[config.mk]
export PLATFORM = sky130hd
export DESIGN_NAME = preemptive_lifo_task_order
export DESIGN_NICKNAME = d
export VERILOG_FILES = /design/src/design/plto_pkg.sv /design/src/design/plto_alu.sv /design/src/design/plto_stack.sv /design/src/design/preemptive_lifo_task_order.sv
export SDC_FILE = /design/constraint.sdc
export NUM_CORES = 1
export LEC_CHECK = 0
export BUFFER_PORTS_ARGS = -buffer_cell sky130_fd_sc_hd__buf_2
export CAP_MARGIN = 20
export CORE_MARGIN = 3
export CORE_UTILIZATION = 56
export DETAILED_ROUTE_END_ITERATION = 12
export GPL_TIMING_DRIVEN = 1
export PLACE_DENSITY = 0.77
export SETUP_SLACK_MARGIN = 0.15
export SYNTH_ARGS = -nofsm -noshare
export SYNTH_HDL_FRONTEND = slang
export SYNTH_SLANG_ARGS = --single-unit
[constraint.sdc]
create_clock -name aclk -period 7.2 [get_ports aclk]
set_input_delay 0.72 -clock aclk [delete_from_list [all_inputs] [get_ports aclk]]
set_output_delay 0.72 -clock aclk [all_outputs]
set_load 0.02 [all_outputs]
[src/design/plto_pkg.sv]
// Shared constants and types for the preemptive LIFO task order block.
package plto_pkg;

    // Stack depth and derived widths
    localparam int STACK_DEPTH = 32;
    localparam int CNT_W       = $clog2(STACK_DEPTH + 1);
    localparam int IDX_W       = (STACK_DEPTH > 1) ? $clog2(STACK_DEPTH) : 1;

    // Field widths
    localparam int ID_W     = 10;
    localparam int HOUR_W   = 5;
    localparam int MIN_W    = 6;
    localparam int DUR_W    = 7;
    localparam int TIME_W   = 11;
    localparam int LEFT_W   = 7;
    localparam int S_DATA_W = 32;
    localparam int M_DATA_W = 16;
    localparam int M_USER_W = 2;

    // Time constants
    localparam logic [TIME_W-1:0] END_MAX  = {TIME_W{1'b1}};
    localparam logic [LEFT_W-1:0] LEFT_MAX = {LEFT_W{1'b1}};

    // Stack control from the sequencer
    typedef struct packed {
        logic              push;
        logic              pop;
        logic              upd;
        logic              clr;
        logic [ID_W-1:0]   id;
        logic [LEFT_W-1:0] left;
    } stk_ctrl_t;

endpackage

[src/design/plto_alu.sv]
// Shared subtract and compare unit used by the task sequencer.
module plto_alu
    import plto_pkg::*;
(
    input  logic [TIME_W-1:0] a,
    input  logic [TIME_W-1:0] b,
    output logic [TIME_W-1:0] diff,
    output logic              borrow,
    output logic              zero
);

    // Subtract with borrow out
    assign {borrow, diff} = {1'b0, a} - {1'b0, b};
    assign zero = (diff == '0);

endmodule

[src/design/plto_stack.sv]
// Stack of preempted tasks: id and remaining minutes per entry.
module plto_stack
    import plto_pkg::*;
(
    input  logic              aclk,
    input  logic              aresetn,
    input  stk_ctrl_t         ctrl,
    output logic [CNT_W-1:0]  count,
    output logic [ID_W-1:0]   top_id,
    output logic [LEFT_W-1:0] top_left
);

    logic [ID_W-1:0]   ids_reg  [STACK_DEPTH];
    logic [LEFT_W-1:0] left_reg [STACK_DEPTH];
    logic [CNT_W-1:0]  cnt_reg;
    logic [CNT_W-1:0]  cnt_next;
    logic [IDX_W-1:0]  top_idx;
    logic [IDX_W-1:0]  push_idx;
    logic [CNT_W-1:0]  cnt_dec;

    assign cnt_dec  = cnt_reg - CNT_W'(1);
    assign top_idx  = cnt_dec[IDX_W-1:0];
    assign push_idx = cnt_reg[IDX_W-1:0];

    // Track fill level
    always_comb begin
        cnt_next = cnt_reg;
        if (ctrl.clr) begin
            cnt_next = '0;
        end else if (ctrl.push) begin
            cnt_next = cnt_reg + CNT_W'(1);
        end else if (ctrl.pop) begin
            cnt_next = cnt_dec;
        end
    end

    always_ff @(posedge aclk) begin
        if (!aresetn) begin
            cnt_reg <= '0;
        end else begin
            cnt_reg <= cnt_next;
        end
    end

    // Write entries: push at the fill level, update remaining time at the top
    always_ff @(posedge aclk) begin
        if (ctrl.push) begin
            ids_reg[push_idx]  <= ctrl.id;
            left_reg[push_idx] <= ctrl.left;
        end else if (ctrl.upd) begin
            left_reg[top_idx] <= ctrl.left;
        end
    end

    assign count    = cnt_reg;
    assign top_id   = ids_reg[top_idx];
    assign top_left = left_reg[top_idx];

endmodule

[src/design/preemptive_lifo_task_order.sv]
// Top level of the preemptive LIFO task order block: sequencer and result buffer.
//
// Input channel s_*: one request per task, in start-time order. s_tdata holds
// task_id, start_hour, start_minute and duration; s_tlast marks the final task
// of a set. Result channel m_*: one item per finished task, in completion order.
// m_tdata holds done_id, m_tlast marks the last result caused by one request,
// m_tuser carries set_done and the sticky stack_overflow flag.
// A request passes through the compare, set-run and flush steps and emits its
// results in between; one that finds the running task done also checks the
// idle gap against the stack, with an update step when a stacked task is only
// partly worked off. The sequencer uses a single shared subtractor, one compare
// or pop per cycle unless an emit stalls; a request yields at most 34 results.
// s_tready is high only while the sequencer is idle. Results go through a
// one-deep hold stage and an output register; a stalled m_tready freezes the
// sequencer at its next emit and nothing is lost. The last result of a request
// leaves the hold stage once the sequencer knows no further result follows.
// Reset (aresetn low, synchronous) empties the stack, clears the running task
// and the overflow flag; no clearing pass is needed. After the final task of a
// set the block returns to that same state.
module preemptive_lifo_task_order
    import plto_pkg::*;
(
    input  logic                aclk,
    input  logic                aresetn,
    input  logic                s_tvalid,
    output logic                s_tready,
    input  logic [S_DATA_W-1:0] s_tdata,   // task_id, start_hour, start_minute, duration
    input  logic                s_tlast,   // final_task
    output logic                m_tvalid,
    input  logic                m_tready,
    output logic [M_DATA_W-1:0] m_tdata,   // done_id
    output logic                m_tlast,   // last_of_run
    output logic [M_USER_W-1:0] m_tuser    // set_done, stack_overflow
);

    localparam logic [2:0] ST_IDLE   = 3'd0;
    localparam logic [2:0] ST_CMP    = 3'd1;
    localparam logic [2:0] ST_GAP    = 3'd2;
    localparam logic [2:0] ST_POP    = 3'd3;
    localparam logic [2:0] ST_TUPD   = 3'd4;
    localparam logic [2:0] ST_SETRUN = 3'd5;
    localparam logic [2:0] ST_DRAIN  = 3'd6;
    localparam logic [2:0] ST_FLUSH  = 3'd7;

    logic [2:0]        state_reg, state_next;
    logic              run_valid_reg, run_valid_next;
    logic [ID_W-1:0]   run_id_reg, run_id_next;
    logic [TIME_W-1:0] run_end_reg, run_end_next;
    logic              ovf_reg, ovf_next;
    logic [ID_W-1:0]   new_id_reg, new_id_next;
    logic [TIME_W-1:0] new_start_reg, new_start_next;
    logic [TIME_W-1:0] new_end_reg, new_end_next;
    logic              new_final_reg, new_final_next;
    logic [TIME_W-1:0] gap_reg, gap_next;
    logic              pend_valid_reg, pend_valid_next;
    logic [ID_W-1:0]   pend_id_reg, pend_id_next;
    logic              pend_ovf_reg, pend_ovf_next;
    logic              m_valid_reg, m_valid_next;
    logic [ID_W-1:0]   m_id_reg, m_id_next;
    logic              m_last_reg, m_last_next;
    logic              m_setd_reg, m_setd_next;
    logic              m_ovf_reg, m_ovf_next;

    logic [ID_W-1:0]   in_id;
    logic [HOUR_W-1:0] in_hour;
    logic [MIN_W-1:0]  in_min;
    logic [DUR_W-1:0]  in_dur;
    logic [TIME_W-1:0] in_start;
    logic [TIME_W:0]   in_end_sum;
    logic [TIME_W-1:0] in_end;

    logic [TIME_W-1:0] alu_a, alu_b, alu_diff;
    logic              alu_borrow, alu_zero;
    logic [LEFT_W-1:0] left_sat;

    stk_ctrl_t         stk;
    logic [CNT_W-1:0]  stk_count;
    logic [ID_W-1:0]   stk_top_id;
    logic [LEFT_W-1:0] stk_top_left;

    logic              out_free;
    logic              emit_ok;
    logic              emit_req;
    logic [ID_W-1:0]   emit_id;

    // Unpack the request and form start and saturated end time
    assign in_id      = s_tdata[ID_W-1:0];
    assign in_hour    = s_tdata[ID_W +: HOUR_W];
    assign in_min     = s_tdata[ID_W+HOUR_W +: MIN_W];
    assign in_dur     = s_tdata[ID_W+HOUR_W+MIN_W +: DUR_W];
    assign in_start   = ({{(TIME_W-HOUR_W){1'b0}}, in_hour} << 6)
                      - ({{(TIME_W-HOUR_W){1'b0}}, in_hour} << 2)
                      + {{(TIME_W-MIN_W){1'b0}}, in_min};
    assign in_end_sum = {1'b0, in_start} + {{(TIME_W+1-DUR_W){1'b0}}, in_dur};
    assign in_end     = in_end_sum[TIME_W] ? END_MAX : in_end_sum[TIME_W-1:0];

    // Operand select for the shared subtractor
    always_comb begin
        alu_a = run_end_reg;
        alu_b = new_start_reg;
        case (state_reg)
            ST_GAP: begin
                alu_a = new_start_reg;
                alu_b = run_end_reg;
            end
            ST_POP: begin
                alu_a = gap_reg;
                alu_b = {{(TIME_W-LEFT_W){1'b0}}, stk_top_left};
            end
            ST_TUPD: begin
                alu_a = {{(TIME_W-LEFT_W){1'b0}}, stk_top_left};
                alu_b = gap_reg;
            end
            default: begin
                alu_a = run_end_reg;
                alu_b = new_start_reg;
            end
        endcase
    end

    plto_alu u_alu (
        .a      (alu_a),
        .b      (alu_b),
        .diff   (alu_diff),
        .borrow (alu_borrow),
        .zero   (alu_zero)
    );

    assign left_sat = (|alu_diff[TIME_W-1:LEFT_W]) ? LEFT_MAX : alu_diff[LEFT_W-1:0];

    plto_stack u_stack (
        .aclk     (aclk),
        .aresetn  (aresetn),
        .ctrl     (stk),
        .count    (stk_count),
        .top_id   (stk_top_id),
        .top_left (stk_top_left)
    );

    assign out_free = !m_valid_reg || m_tready;
    assign emit_ok  = !pend_valid_reg || out_free;

    // Sequencer
    always_comb begin
        state_next     = state_reg;
        run_valid_next = run_valid_reg;
        run_id_next    = run_id_reg;
        run_end_next   = run_end_reg;
        ovf_next       = ovf_reg;
        new_id_next    = new_id_reg;
        new_start_next = new_start_reg;
        new_end_next   = new_end_reg;
        new_final_next = new_final_reg;
        gap_next       = gap_reg;
        pend_valid_next = pend_valid_reg;
        pend_id_next   = pend_id_reg;
        pend_ovf_next  = pend_ovf_reg;
        m_valid_next   = m_valid_reg && !m_tready;
        m_id_next      = m_id_reg;
        m_last_next    = m_last_reg;
        m_setd_next    = m_setd_reg;
        m_ovf_next     = m_ovf_reg;
        stk            = '0;
        emit_req       = 1'b0;
        emit_id        = run_id_reg;

        unique case (state_reg)
            ST_IDLE: begin
                if (s_tvalid) begin
                    new_id_next    = in_id;
                    new_start_next = in_start;
                    new_end_next   = in_end;
                    new_final_next = s_tlast;
                    state_next     = ST_CMP;
                end
            end
            ST_CMP: begin
                // Start directly if no task runs, else preempt the running task or go to the idle gap
                if (!run_valid_reg) begin
                    state_next = ST_SETRUN;
                end else if (!alu_borrow && !alu_zero) begin
                    if (stk_count < CNT_W'(STACK_DEPTH)) begin
                        stk.push = 1'b1;
                        stk.id   = run_id_reg;
                        stk.left = left_sat;
                    end else begin
                        ovf_next = 1'b1;
                    end
                    state_next = ST_SETRUN;
                end else begin
                    state_next = ST_GAP;
                end
            end
            ST_GAP: begin
                // Emit the finished task and latch the idle gap
                emit_req = 1'b1;
                emit_id  = run_id_reg;
                if (emit_ok) begin
                    gap_next   = alu_diff;
                    state_next = ST_POP;
                end
            end
            ST_POP: begin
                // Spend the gap on stacked tasks, top first
                if (gap_reg == '0 || stk_count == '0) begin
                    state_next = ST_SETRUN;
                end else if (alu_borrow) begin
                    state_next = ST_TUPD;
                end else begin
                    emit_req = 1'b1;
                    emit_id  = stk_top_id;
                    if (emit_ok) begin
                        gap_next = alu_diff;
                        stk.pop  = 1'b1;
                    end
                end
            end
            ST_TUPD: begin
                stk.upd    = 1'b1;
                stk.left   = alu_diff[LEFT_W-1:0];
                gap_next   = '0;
                state_next = ST_SETRUN;
            end
            ST_SETRUN: begin
                run_valid_next = 1'b1;
                run_id_next    = new_id_reg;
                run_end_next   = new_end_reg;
                if (new_final_reg) begin
                    emit_req = 1'b1;
                    emit_id  = new_id_reg;
                    if (emit_ok) begin
                        state_next = ST_DRAIN;
                    end
                end else begin
                    state_next = ST_FLUSH;
                end
            end
            ST_DRAIN: begin
                // Empty the whole stack at the end of a set
                if (stk_count == '0) begin
                    state_next = ST_FLUSH;
                end else begin
                    emit_req = 1'b1;
                    emit_id  = stk_top_id;
                    if (emit_ok) begin
                        stk.pop = 1'b1;
                    end
                end
            end
            ST_FLUSH: begin
                // Release the held result as last of this request
                if (!pend_valid_reg) begin
                    state_next = ST_IDLE;
                end else if (out_free) begin
                    m_valid_next    = 1'b1;
                    m_id_next       = pend_id_reg;
                    m_ovf_next      = pend_ovf_reg;
                    m_last_next     = 1'b1;
                    m_setd_next     = new_final_reg;
                    pend_valid_next = 1'b0;
                    if (new_final_reg) begin
                        run_valid_next = 1'b0;
                        run_id_next    = '0;
                        run_end_next   = '0;
                        ovf_next       = 1'b0;
                        stk.clr        = 1'b1;
                    end
                    state_next = ST_IDLE;
                end
            end
            default: begin
                state_next = ST_IDLE;
            end
        endcase

        // Advance the hold stage: older result moves out, new one is held
        if (emit_req && emit_ok) begin
            if (pend_valid_reg) begin
                m_valid_next = 1'b1;
                m_id_next    = pend_id_reg;
                m_ovf_next   = pend_ovf_reg;
                m_last_next  = 1'b0;
                m_setd_next  = 1'b0;
            end
            pend_valid_next = 1'b1;
            pend_id_next    = emit_id;
            pend_ovf_next   = ovf_reg;
        end
    end

    // Control state
    always_ff @(posedge aclk) begin
        if (!aresetn) begin
            state_reg      <= ST_IDLE;
            run_valid_reg  <= 1'b0;
            run_id_reg     <= '0;
            run_end_reg    <= '0;
            ovf_reg        <= 1'b0;
            pend_valid_reg <= 1'b0;
            m_valid_reg    <= 1'b0;
        end else begin
            state_reg      <= state_next;
            run_valid_reg  <= run_valid_next;
            run_id_reg     <= run_id_next;
            run_end_reg    <= run_end_next;
            ovf_reg        <= ovf_next;
            pend_valid_reg <= pend_valid_next;
            m_valid_reg    <= m_valid_next;
        end
    end

    // Payload registers
    always_ff @(posedge aclk) begin
        new_id_reg    <= new_id_next;
        new_start_reg <= new_start_next;
        new_end_reg   <= new_end_next;
        new_final_reg <= new_final_next;
        gap_reg       <= gap_next;
        pend_id_reg   <= pend_id_next;
        pend_ovf_reg  <= pend_ovf_next;
        m_id_reg      <= m_id_next;
        m_last_reg    <= m_last_next;
        m_setd_reg    <= m_setd_next;
        m_ovf_reg     <= m_ovf_next;
    end

    assign s_tready = (state_reg == ST_IDLE);
    assign m_tvalid = m_valid_reg;
    assign m_tdata  = {{(M_DATA_W-ID_W){1'b0}}, m_id_reg};
    assign m_tlast  = m_last_reg;
    assign m_tuser  = {m_ovf_reg, m_setd_reg};

`ifndef SYNTH
    // No result may be held back while a new request is taken
    a_idle_no_pend: assert property (@(posedge aclk) disable iff (!aresetn)
        s_tready |-> !pend_valid_reg)
        else $error("held result while idle");

    // Stack never fills past its depth
    a_stack_bound: assert property (@(posedge aclk) disable iff (!aresetn)
        stk_count <= CNT_W'(STACK_DEPTH))
        else $error("stack count above depth");

    // End of set is always the last result of its request
    a_setd_last: assert property (@(posedge aclk) disable iff (!aresetn)
        (m_tvalid && m_tuser[0]) |-> m_tlast)
        else $error("set_done without last_of_run");

    // After the final result leaves, the block is back at its reset state
    a_set_reset: assert property (@(posedge aclk) disable iff (!aresetn)
        (state_reg == ST_FLUSH && pend_valid_reg && out_free && new_final_reg)
        |=> (!run_valid_reg && stk_count == '0 && !ovf_reg))
        else $error("state not cleared after end of set");
`endif

endmodule

== Yosys cells after proc, flatten, opt, wreduce, memory -nomap -nowiden ==
Memories as Yosys holds them, arrays and structs flattened.
Cells that the tools add are included.
Word-level totals
  word-level logic and storage cells: 180
  input port bits: 37
  bits in registers: 102
  memory bits (writable): 544
  memories kept: 2
Memories
  u_stack.ids_reg: depth 32, bits a word 10, read ports 1, clocked after memory_dff 0, wr ports 1, RTL line plto_stack.sv:13  | logic [ID_W-1:0] ids_reg [STACK_DEPTH];
  u_stack.left_reg: depth 32, bits a word 7, read ports 1, clocked after memory_dff 0, wr ports 1, RTL line plto_stack.sv:14  | logic [LEFT_W-1:0] left_reg [STACK_DEPTH];
Operators by class
  reduce and logical (&&, ||, !) cells: 28
  bitwise logic cells: 1
  add/subtract/negate cells: 6
  multiplexer cells: 102
  equality and inequality tests: 21
  $lt $le $gt $ge: 1
Operators with widths (number)
  10-bit 2-to-1 mux: 13
  11-bit one-hot mux with 3 select lines: 3
  11-bit 2-to-1 mux: 6
  1-bit 2-to-1 mux: 52
  17-bit 2-to-1 mux: 3
  3-bit 2-to-1 mux: 11
  10-bit one-hot mux with 3 select lines: 1
  3-bit one-hot mux with 8 select lines: 1
  11-bit zero test: 2
  2-bit inequality test (second input constant): 11
  11-bit one-hot mux with 2 select lines: 1
  10-bit one-hot mux with 2 select lines: 1
  7-bit 2-to-1 mux: 2
  7-bit one-hot mux with 2 select lines: 1
  11-bit by 7-bit adder with 12-bit output: 1
  3-bit == test (second input constant): 4
  6-bit 2-to-1 mux: 2
  11-bit by 11-bit subtractor with 12-bit output: 1
  11-bit by 6-bit adder with 11-bit output: 1
  11-bit by 7-bit subtractor with 11-bit output: 1
  3-bit inequality test (second input constant): 3
  2-bit nonzero test: 4
  7-bit AND reduction: 1
  7-bit OR reduction: 1
  21 further kinds: 32

== Depth between registers and ports, before layout ==
Gate-level depths: netlist of run 1.
An unclocked memory read counts as a cell.
  word-level depth: 14
  depth in mapped cells: 25
  mapped depth without buffers: 18

== By module ==
A second synthesis of run 1 with hierarchy kept.
Second synthesis, totals
  cell total of the unflattened synthesis: 1664
  area, all modules: 28003.1 um^2
Modules (own cells, without submodules)
  plto_stack: area each 22066.2 um^2, cells an instance 1041, sequential area each 16455.8 um^2, instances 1
  preemptive_lifo_task_order: area each 5424.0 um^2, cells an instance 553, sequential area each 2602.5 um^2, instances 1
  plto_alu: area each 513.0 um^2, cells an instance 70, sequential area each 0.0 um^2, instances 1

== Least setup slack after synthesis of run 1 ==
Ideal clock, no wire load.
  path kind: register to register
  start point: register u_stack.cnt_reg[0], in the netlist u_stack.count[0]
  end point: memory u_stack.left_reg[0][0] (data pin)
  cell stages (with the launch flop): 26
  setup slack: 0.266 ns
  clock period less this slack: 6.934 ns
  setup time: 0.377 ns
  arrival: 6.557 ns
  path buffers: 7
  required time: 6.823 ns
  cell sequence: dfxtp_1 buf_2 buf_2 buf_2 inv_1 ha_1 clkbuf_1 clkbuf_1 clkbuf_1 mux4_2 mux4_2 mux2i_1 nand2_1 o21ai_0 o21ai_0 ha_1 fa_1 nor2b_1 o2111ai_1 a21boi_0 or4_1 nand3_2 a21oi_4 buf_6 nand2_1 a21oi_1
RTL lines
  start: declaration: RTL line plto_stack.sv:15  | logic [CNT_W-1:0] cnt_reg;
  start signal: assignment: RTL line plto_stack.sv:41  | cnt_reg <= cnt_next;
  end: declaration: RTL line plto_stack.sv:14

==> results of run 1 <==
-- logic make-up after synthesis --
group / Yosys count / share of synthesized area (%)
AOI/OAI and AO/OA: 232 / 5.918
xor gates and xnor gates: 15 / 0.4787
and+or+nand+nor: 334 / 5.813
adders and majority gates: 30 / 1.423
buffers and inverters: 113 / 1.810
other: 1 / 0.01367
DFF: 646 / 69.45
muxes: 201 / 15.09
-- synth_stat cells, drive strengths merged, types with 4 or more instances --
| master | n | share of area [%] |
|---|---|---|
| o21ai | 35 | 0.64 |
| o21a | 13 | 0.36 |
| xnor2 | 11 | 0.35 |
| a32oi | 4 | 0.13 |
| and2 | 27 | 0.62 |
| a31o | 4 | 0.13 |
| a211o | 4 | 0.13 |
| nor2b | 15 | 0.34 |
| or3 | 9 | 0.21 |
| ha | 28 | 1.3 |
| inv | 20 | 0.27 |
| nor2 | 133 | 1.8 |
| nor4 | 5 | 0.11 |
| xor2 | 4 | 0.13 |
| nand2b | 10 | 0.23 |
| a21oi | 58 | 1.1 |
| buf | 37 | 0.77 |
| a21o | 8 | 0.22 |
| nand2 | 67 | 0.94 |
| o221ai | 13 | 0.41 |
| mux2i | 29 | 1.1 |
| nand3 | 14 | 0.27 |
| a31oi | 5 | 0.16 |
| edfxtp | 612 | 67 |
| a221o | 6 | 0.22 |
| a22oi | 13 | 0.36 |
| mux4 | 170 | 14 |
| a211oi | 17 | 0.47 |
| clkbuf | 55 | 0.75 |
| a221oi | 12 | 0.41 |
| a21boi | 5 | 0.14 |
| o31ai | 4 | 0.11 |
| o22ai | 5 | 0.11 |
| and3 | 10 | 0.23 |
| or2 | 8 | 0.18 |
| dfxtp | 34 | 2.5 |
| nor3 | 21 | 0.40 |
| a22o | 13 | 0.41 |
-- worst register-to-register path: stages (launching register included) --
cell	delay, ns
dfxtp_4	0.59
inv_1	0.26
ha_4	0.57
buf_4	0.30
mux4_2	0.39
mux4_2	0.48
mux2i_1	0.38
a211oi_1	0.15
a221oi_1	0.27
ha_1	0.28
nand2_1	0.07
a211o_1	0.28
a211oi_1	0.46
o31a_1	0.25
o21ai_0	0.17
a21oi_4	0.29
buf_4	0.26
nand2_1	0.25
a21oi_2	0.23
buf_4	0.35
-- per-layer routing --
layer / wire [um] / vias up / global-route usage (%)
met5: 0 / - / 0
met4: 2172 / 0 / 8.765
met3: 4878 / 147 / 4.139
met2: 29740 / 819 / 38.66
met1: 24340 / 7783 / 33.10
li1: - / 6545 / -
-- metrics by stage --
| stage | std cells | hold slack (ns) | worst slack [ns] |
|---|---|---|---|
| floorplan | 1577 | 0.4090 | 0.2663 |
| global placement | 2212 | 0.4490 | 0.4964 |
| CTS | 2323 | 0.2335 | 0.4019 |
| global route | 2332 | 0.2380 | 0.1839 |
| finish | 2332 | 0.2503 | 0.6491 |
| detailed placement | 2212 | 0.4517 | 0.4521 |
-- final timing paths --
kind	to	slack, ns	start
worst max-delay path	u_stack.left_reg[21][1]$_DFFE_PP_	0.65	u_stack.count[0]$_SDFFE_PP0P_
worst min-delay path	new_id_reg[5]$_DFFE_PP_	0.25	s_tdata[5]
worst max register to register	u_stack.left_reg[21][1]$_DFFE_PP_	0.65	u_stack.count[0]$_SDFFE_PP0P_
worst min register to register	run_end_reg[2]$_SDFFE_PN0P_	0.45	new_end_reg[2]$_SDFFCE_PP1P_
-- area by class of cell --
type	count	area share (%)
timing repair buffer	121	3.078
tap	615	2.488
multi-input combinational	818	25.87
sequential	646	61.63
clock inverter	49	1.804
clock buffer	62	4.878
inverter	21	0.2548
-- what timing repair did --
item                       CTS  global route
gates resized for setup      0             5
setup endpoints to repair    0           192
buffers inserted             0             0
-- power by group --
group | switching, mW | internal [mW]
combinational | 0.414 | 0.229
sequential | 0.0408 | 4.20
clock | 1.38 | 1.92
==> reports/metrics.csv, run 1 <==
metric,value,unit
h-tree-depth,2,
path_buf_inv,4,
die-area,51690,um2
critPathKind,reg2reg,
grt.total_usage,23.83,%
cts_hold_buf,0,
synthFlopType,edfxtp_1,
dpl_cell_area,28630,um2
cts-root-buf,clkbuf_16,
cts.sinks,646,
ioPinCount,58,
place.gp.congestion,0.8483,
grt_overflow,0,
route.detailed.drc,0,
rsz0062_at_grt,false,
fillers,3057,
final_cell_mix,"edfxtp_1 (612), mux4_2 (170), nor2_1 (132), nand2_1 (64), buf_4 (64)",
synth-warning-count,0,
cts_tree,built,
power_density,264.7,nW/um2
maxSlewViolCount,0,
multi_input_area,8001,um2
vias,15294,
syn_area,27440,um2
seqCellArea,19060,um2
avgRoutedWirePerCell,26.22,um
grt_pass1_wl,92230,um
hold_violations,0,
skew,0.04095,ns
first_iter_violations,1683,
grt_max_degree,54,
synth_edf_count,612,
cpPeakStageDelay,0.59,ns
crit_top_cell,buf_4,
cts_buffer_depth,3,
wl,61140,um
cap_violations,0,
crit_path_max_fanout,32,
layout-drive-gt1-share,25.28,%
period_share,90.98,%
ant_nets,0,
vias_per_cell,6.558,
start_util,57.11,%
hpwl,36960,um
timing.slew.headroom,33.15,%
vdd.ir_drop.worst,0.0002170,V
path_delay_family,compound AO/OA/AOI/OAI gates,
start_kind,flop,
min_path_cells,1,
total_leakage_power,10.37,nW
cp.required,7.60,ns
synth_area_per_cell,17.46,um2
final-setup-viol-count,0,
grt_antenna_before_repair,0,
firstDrtPassIters,5,
finalNetCount,1735,
tns,0,ns
endpoint_kind,flop,
synthArstFlopShare,0,%
dieWidth,227.4,um
n_antenna_cell,0,
utilization,64.38,%
rows,80,
io_buffers,47,
grt_pass1_vias,15121,
cts_inserted_buffers,60,
status,completed,
r2r_cells,19,
die_h,227.4,um
ys_ff_latch,646,
cp.arrival,6.95,ns
area_growth,12.72,%
ys_types,71,
clock_latency,0.65,ns
slowest_stage,dfxtp_4,
largest_reg_flops,320,
synthCells,1572,
path_depth,19,
max_freq,0.1527,GHz
layout_min_cycle_time,6.551,ns
crit_chain,"inv_1, ha_4, buf_4, mux4_2, mux4_2, mux2i_1, a211oi_1, a221oi_1, ha_1, nand2_1, a211o_1, a211oi_1, o31a_1, o21ai_0, a21oi_4, buf_4, nand2_1, a21oi_2, buf_4",
cts.clk_slew.worst_paths,0.07,ns
final_cell_area,30930,um2
yosysSeqAreaShare,69.45,%
hold_class,in2reg,
power,8.187,mW
worst_pin_slew,1.003,ns
layout_commonest_cell,edfxtp_1,
core_area,48050,um2
(Power assumes the default switching activity.)
==> run 2, diff against run 1 <==
--- a/config.mk
+++ b/config.mk
@@ -12,6 +12,7 @@
 export DETAILED_ROUTE_END_ITERATION = 12
 export GPL_TIMING_DRIVEN = 1
 export PLACE_DENSITY = 0.77
+export RECOVER_POWER = 50
 export SETUP_SLACK_MARGIN = 0.15
 export SYNTH_ARGS = -nofsm -noshare
 export SYNTH_HDL_FRONTEND = slang
==> run 2 against run 1 <==
  * The flow now finishes with violations (max-capacitance violations, max-slew violations)
  * Final cell count did not move
  * Combinational power barely moved
  * Critical path type unchanged
  * Sequential share of layout area up 0.19 points
  * Critical path depth shrank 2
  * Largest power group unchanged
  * Worst setup slack got worse by 0.15 ns
  * Fmax down 2.2%
  * First-iteration DRC count is 5.4% higher
  * Sequential cell count is the same
  * Register-to-register slack worse by 0.15 ns
==> reports/metrics.csv, run 2 (synthesis gave the netlist of run 1 again) <==
metric,value,unit
status,"finished, violations left",
failed_checks,"max-capacitance violations, max-slew violations",
cts.sinks,646,
grt.total_usage,23.83,%
n_antenna_cell,0,
hpwl,36960,um
layout_commonest_cell,edfxtp_1,
grt_antenna_before_repair,0,
fillers,3086,
rows,80,
final-setup-viol-count,0,
grt_overflow,0,
rsz0062_at_grt,false,
grt_pass1_wl,92230,um
die_h,227.4,um
crit_chain,"inv_1, ha_4, buf_4, mux4_2, mux4_2, mux2i_1, a211oi_1, a221oi_1, ha_1, nand2_1, a211o_1, a21o_1, a221o_1, and4b_4, a211o_1, nor2_1, clkbuf_1",
route.detailed.drc,0,
core_area,48050,um2
startpoint,u_stack.count[0]$_SDFFE_PP0P_,
crit_path_max_fanout,20,
cts_resized,0,
start_kind,flop,
hold_class,in2reg,
die-area,51690,um2
vias,15233,
cp.required,7.44,ns
cts_hold_buf,0,
cts_buffer_depth,3,
largest_reg_flops,320,
avgRoutedWirePerCell,26.18,um
r2r_slack,0.50,ns
critPathKind,reg2reg,
cts_inserted_buffers,60,
layout-drive-gt1-share,23.24,%
skew,0.04160,ns
cts_tree,built,
finalNetCount,1735,
postCtsSetupBuffers,0,
cpPeakStageDelay,0.68,ns
cts-root-buf,clkbuf_16,
grt_pass1_vias,15121,
maxSlewViolCount,80,
cp.arrival,6.94,ns
timing.slew.headroom,-40.91,%
place.gp.congestion,0.8483,
cap_violations,2,
final_cell_mix,"edfxtp_1 (612), mux4_2 (170), nor2_1 (132), nand2_1 (67), clkbuf_16 (61)",
power_density,265.5,nW/um2
r2r_cells,17,
endpoint_kind,flop,
firstDrtPassIters,5,
first_iter_violations,1774,
r2r-end,u_stack.ids_reg[19][4]$_DFFE_PP_,
final_cell_area,30840,um2
hold_violations,0,
path_depth,17,
vias_per_cell,6.532,
grt_max_degree,54,
vdd.ir_drop.worst,0.0002165,V
total_leakage_power,10.24,nW
dieWidth,227.4,um
max_freq,0.1492,GHz
worst_pin_slew,2.114,ns
tns,0,ns
ioPinCount,58,
dpl_cell_area,28630,um2
period_share,93.06,%
wl,61050,um
clock_latency,0.65,ns
io_buffers,47,
slowest_stage,clkbuf_1,
area_growth,12.37,%
path_delay_family,compound AO/OA/AOI/OAI gates,
path_buf_inv,3,
layout_min_cycle_time,6.700,ns
cts.clk_slew.worst_paths,0.07,ns
cp-endpoint,u_stack.ids_reg[19][4]$_DFFE_PP_,
start_util,57.11,%
ant_nets,0,
h-tree-depth,2,
rr_startpoint,u_stack.count[0]$_SDFFE_PP0P_,
==> run 2: cell count changes in the layout (fill, tap and decap cells not counted), sizes merged <==
| cell | previous run | this run |
|---|---|---|
| clkbuf | 63 | 100 |
| buf | 120 | 83 |
==> run 2: per-layer routing <==
layer	part of all wire [%]	wire length [um]	vias up	global-route usage (%)
li1	-	-	6553	-
met1	40	24230	7707	33.10
met2	49	29770	828	38.66
met3	8.2	4987	145	4.139
met4	3.4	2068	0	8.765
met5	0	0	-	0
==> run 2: cell type report <==
class                      count  area [um2]  share of cell area, %
clock inverter                49       558.0                  1.810
tap                          615       769.5                  2.495
clock buffer                  62        1509                  4.894
multi-input combinational    818        7981                  25.88
timing repair buffer         121       877.1                  2.844
sequential                   646       19060                  61.82
inverter                      21       78.83                 0.2556
==> run 2: power by group <==
part | internal, mW | total [mW] | switching [mW] | leakage (nW)
clock | 1.92 | 3.30 | 1.38 | 1.01
combinational | 0.228 | 0.641 | 0.414 | 3.04
sequential | 4.20 | 4.24 | 0.0406 | 6.19
total | 6.35 | 8.19 | 1.84 | 10.2
==> run 2: through the flow <==
step                cells  power [mW]  hold slack, ns  setup slack, ns  utilization, %
global placement     2212       4.926          0.4490           0.4964           59.59
CTS                  2323       8.218          0.2335           0.4019           63.90
finish               2332       8.186          0.2493           0.4997           64.18
floorplan            1577       4.763          0.4090           0.2663               -
global route         2332       8.443          0.2380          0.09930           64.18
detailed placement   2212       4.948          0.4517           0.4521           59.59
==> run 2: how the worst min path moves through the flow <==
stage / startpoint / endpoint / slack, ns / cells after the start
2_1_floorplan: ovf_reg$_SDFFE_PN0P_ / pend_ovf_reg$_DFFE_PP_ / 0.41 / 0
3_3_place_gp: ovf_reg$_SDFFE_PN0P_ / pend_ovf_reg$_DFFE_PP_ / 0.45 / 0
3_5_place_dp: ovf_reg$_SDFFE_PN0P_ / pend_ovf_reg$_DFFE_PP_ / 0.45 / 0
4_1_cts: s_tdata[5] / new_id_reg[5]$_DFFE_PP_ / 0.23 / 1
5_1_grt: s_tdata[6] / new_id_reg[6]$_DFFE_PP_ / 0.24 / 1
6_report: s_tdata[5] / new_id_reg[5]$_DFFE_PP_ / 0.25 / 1
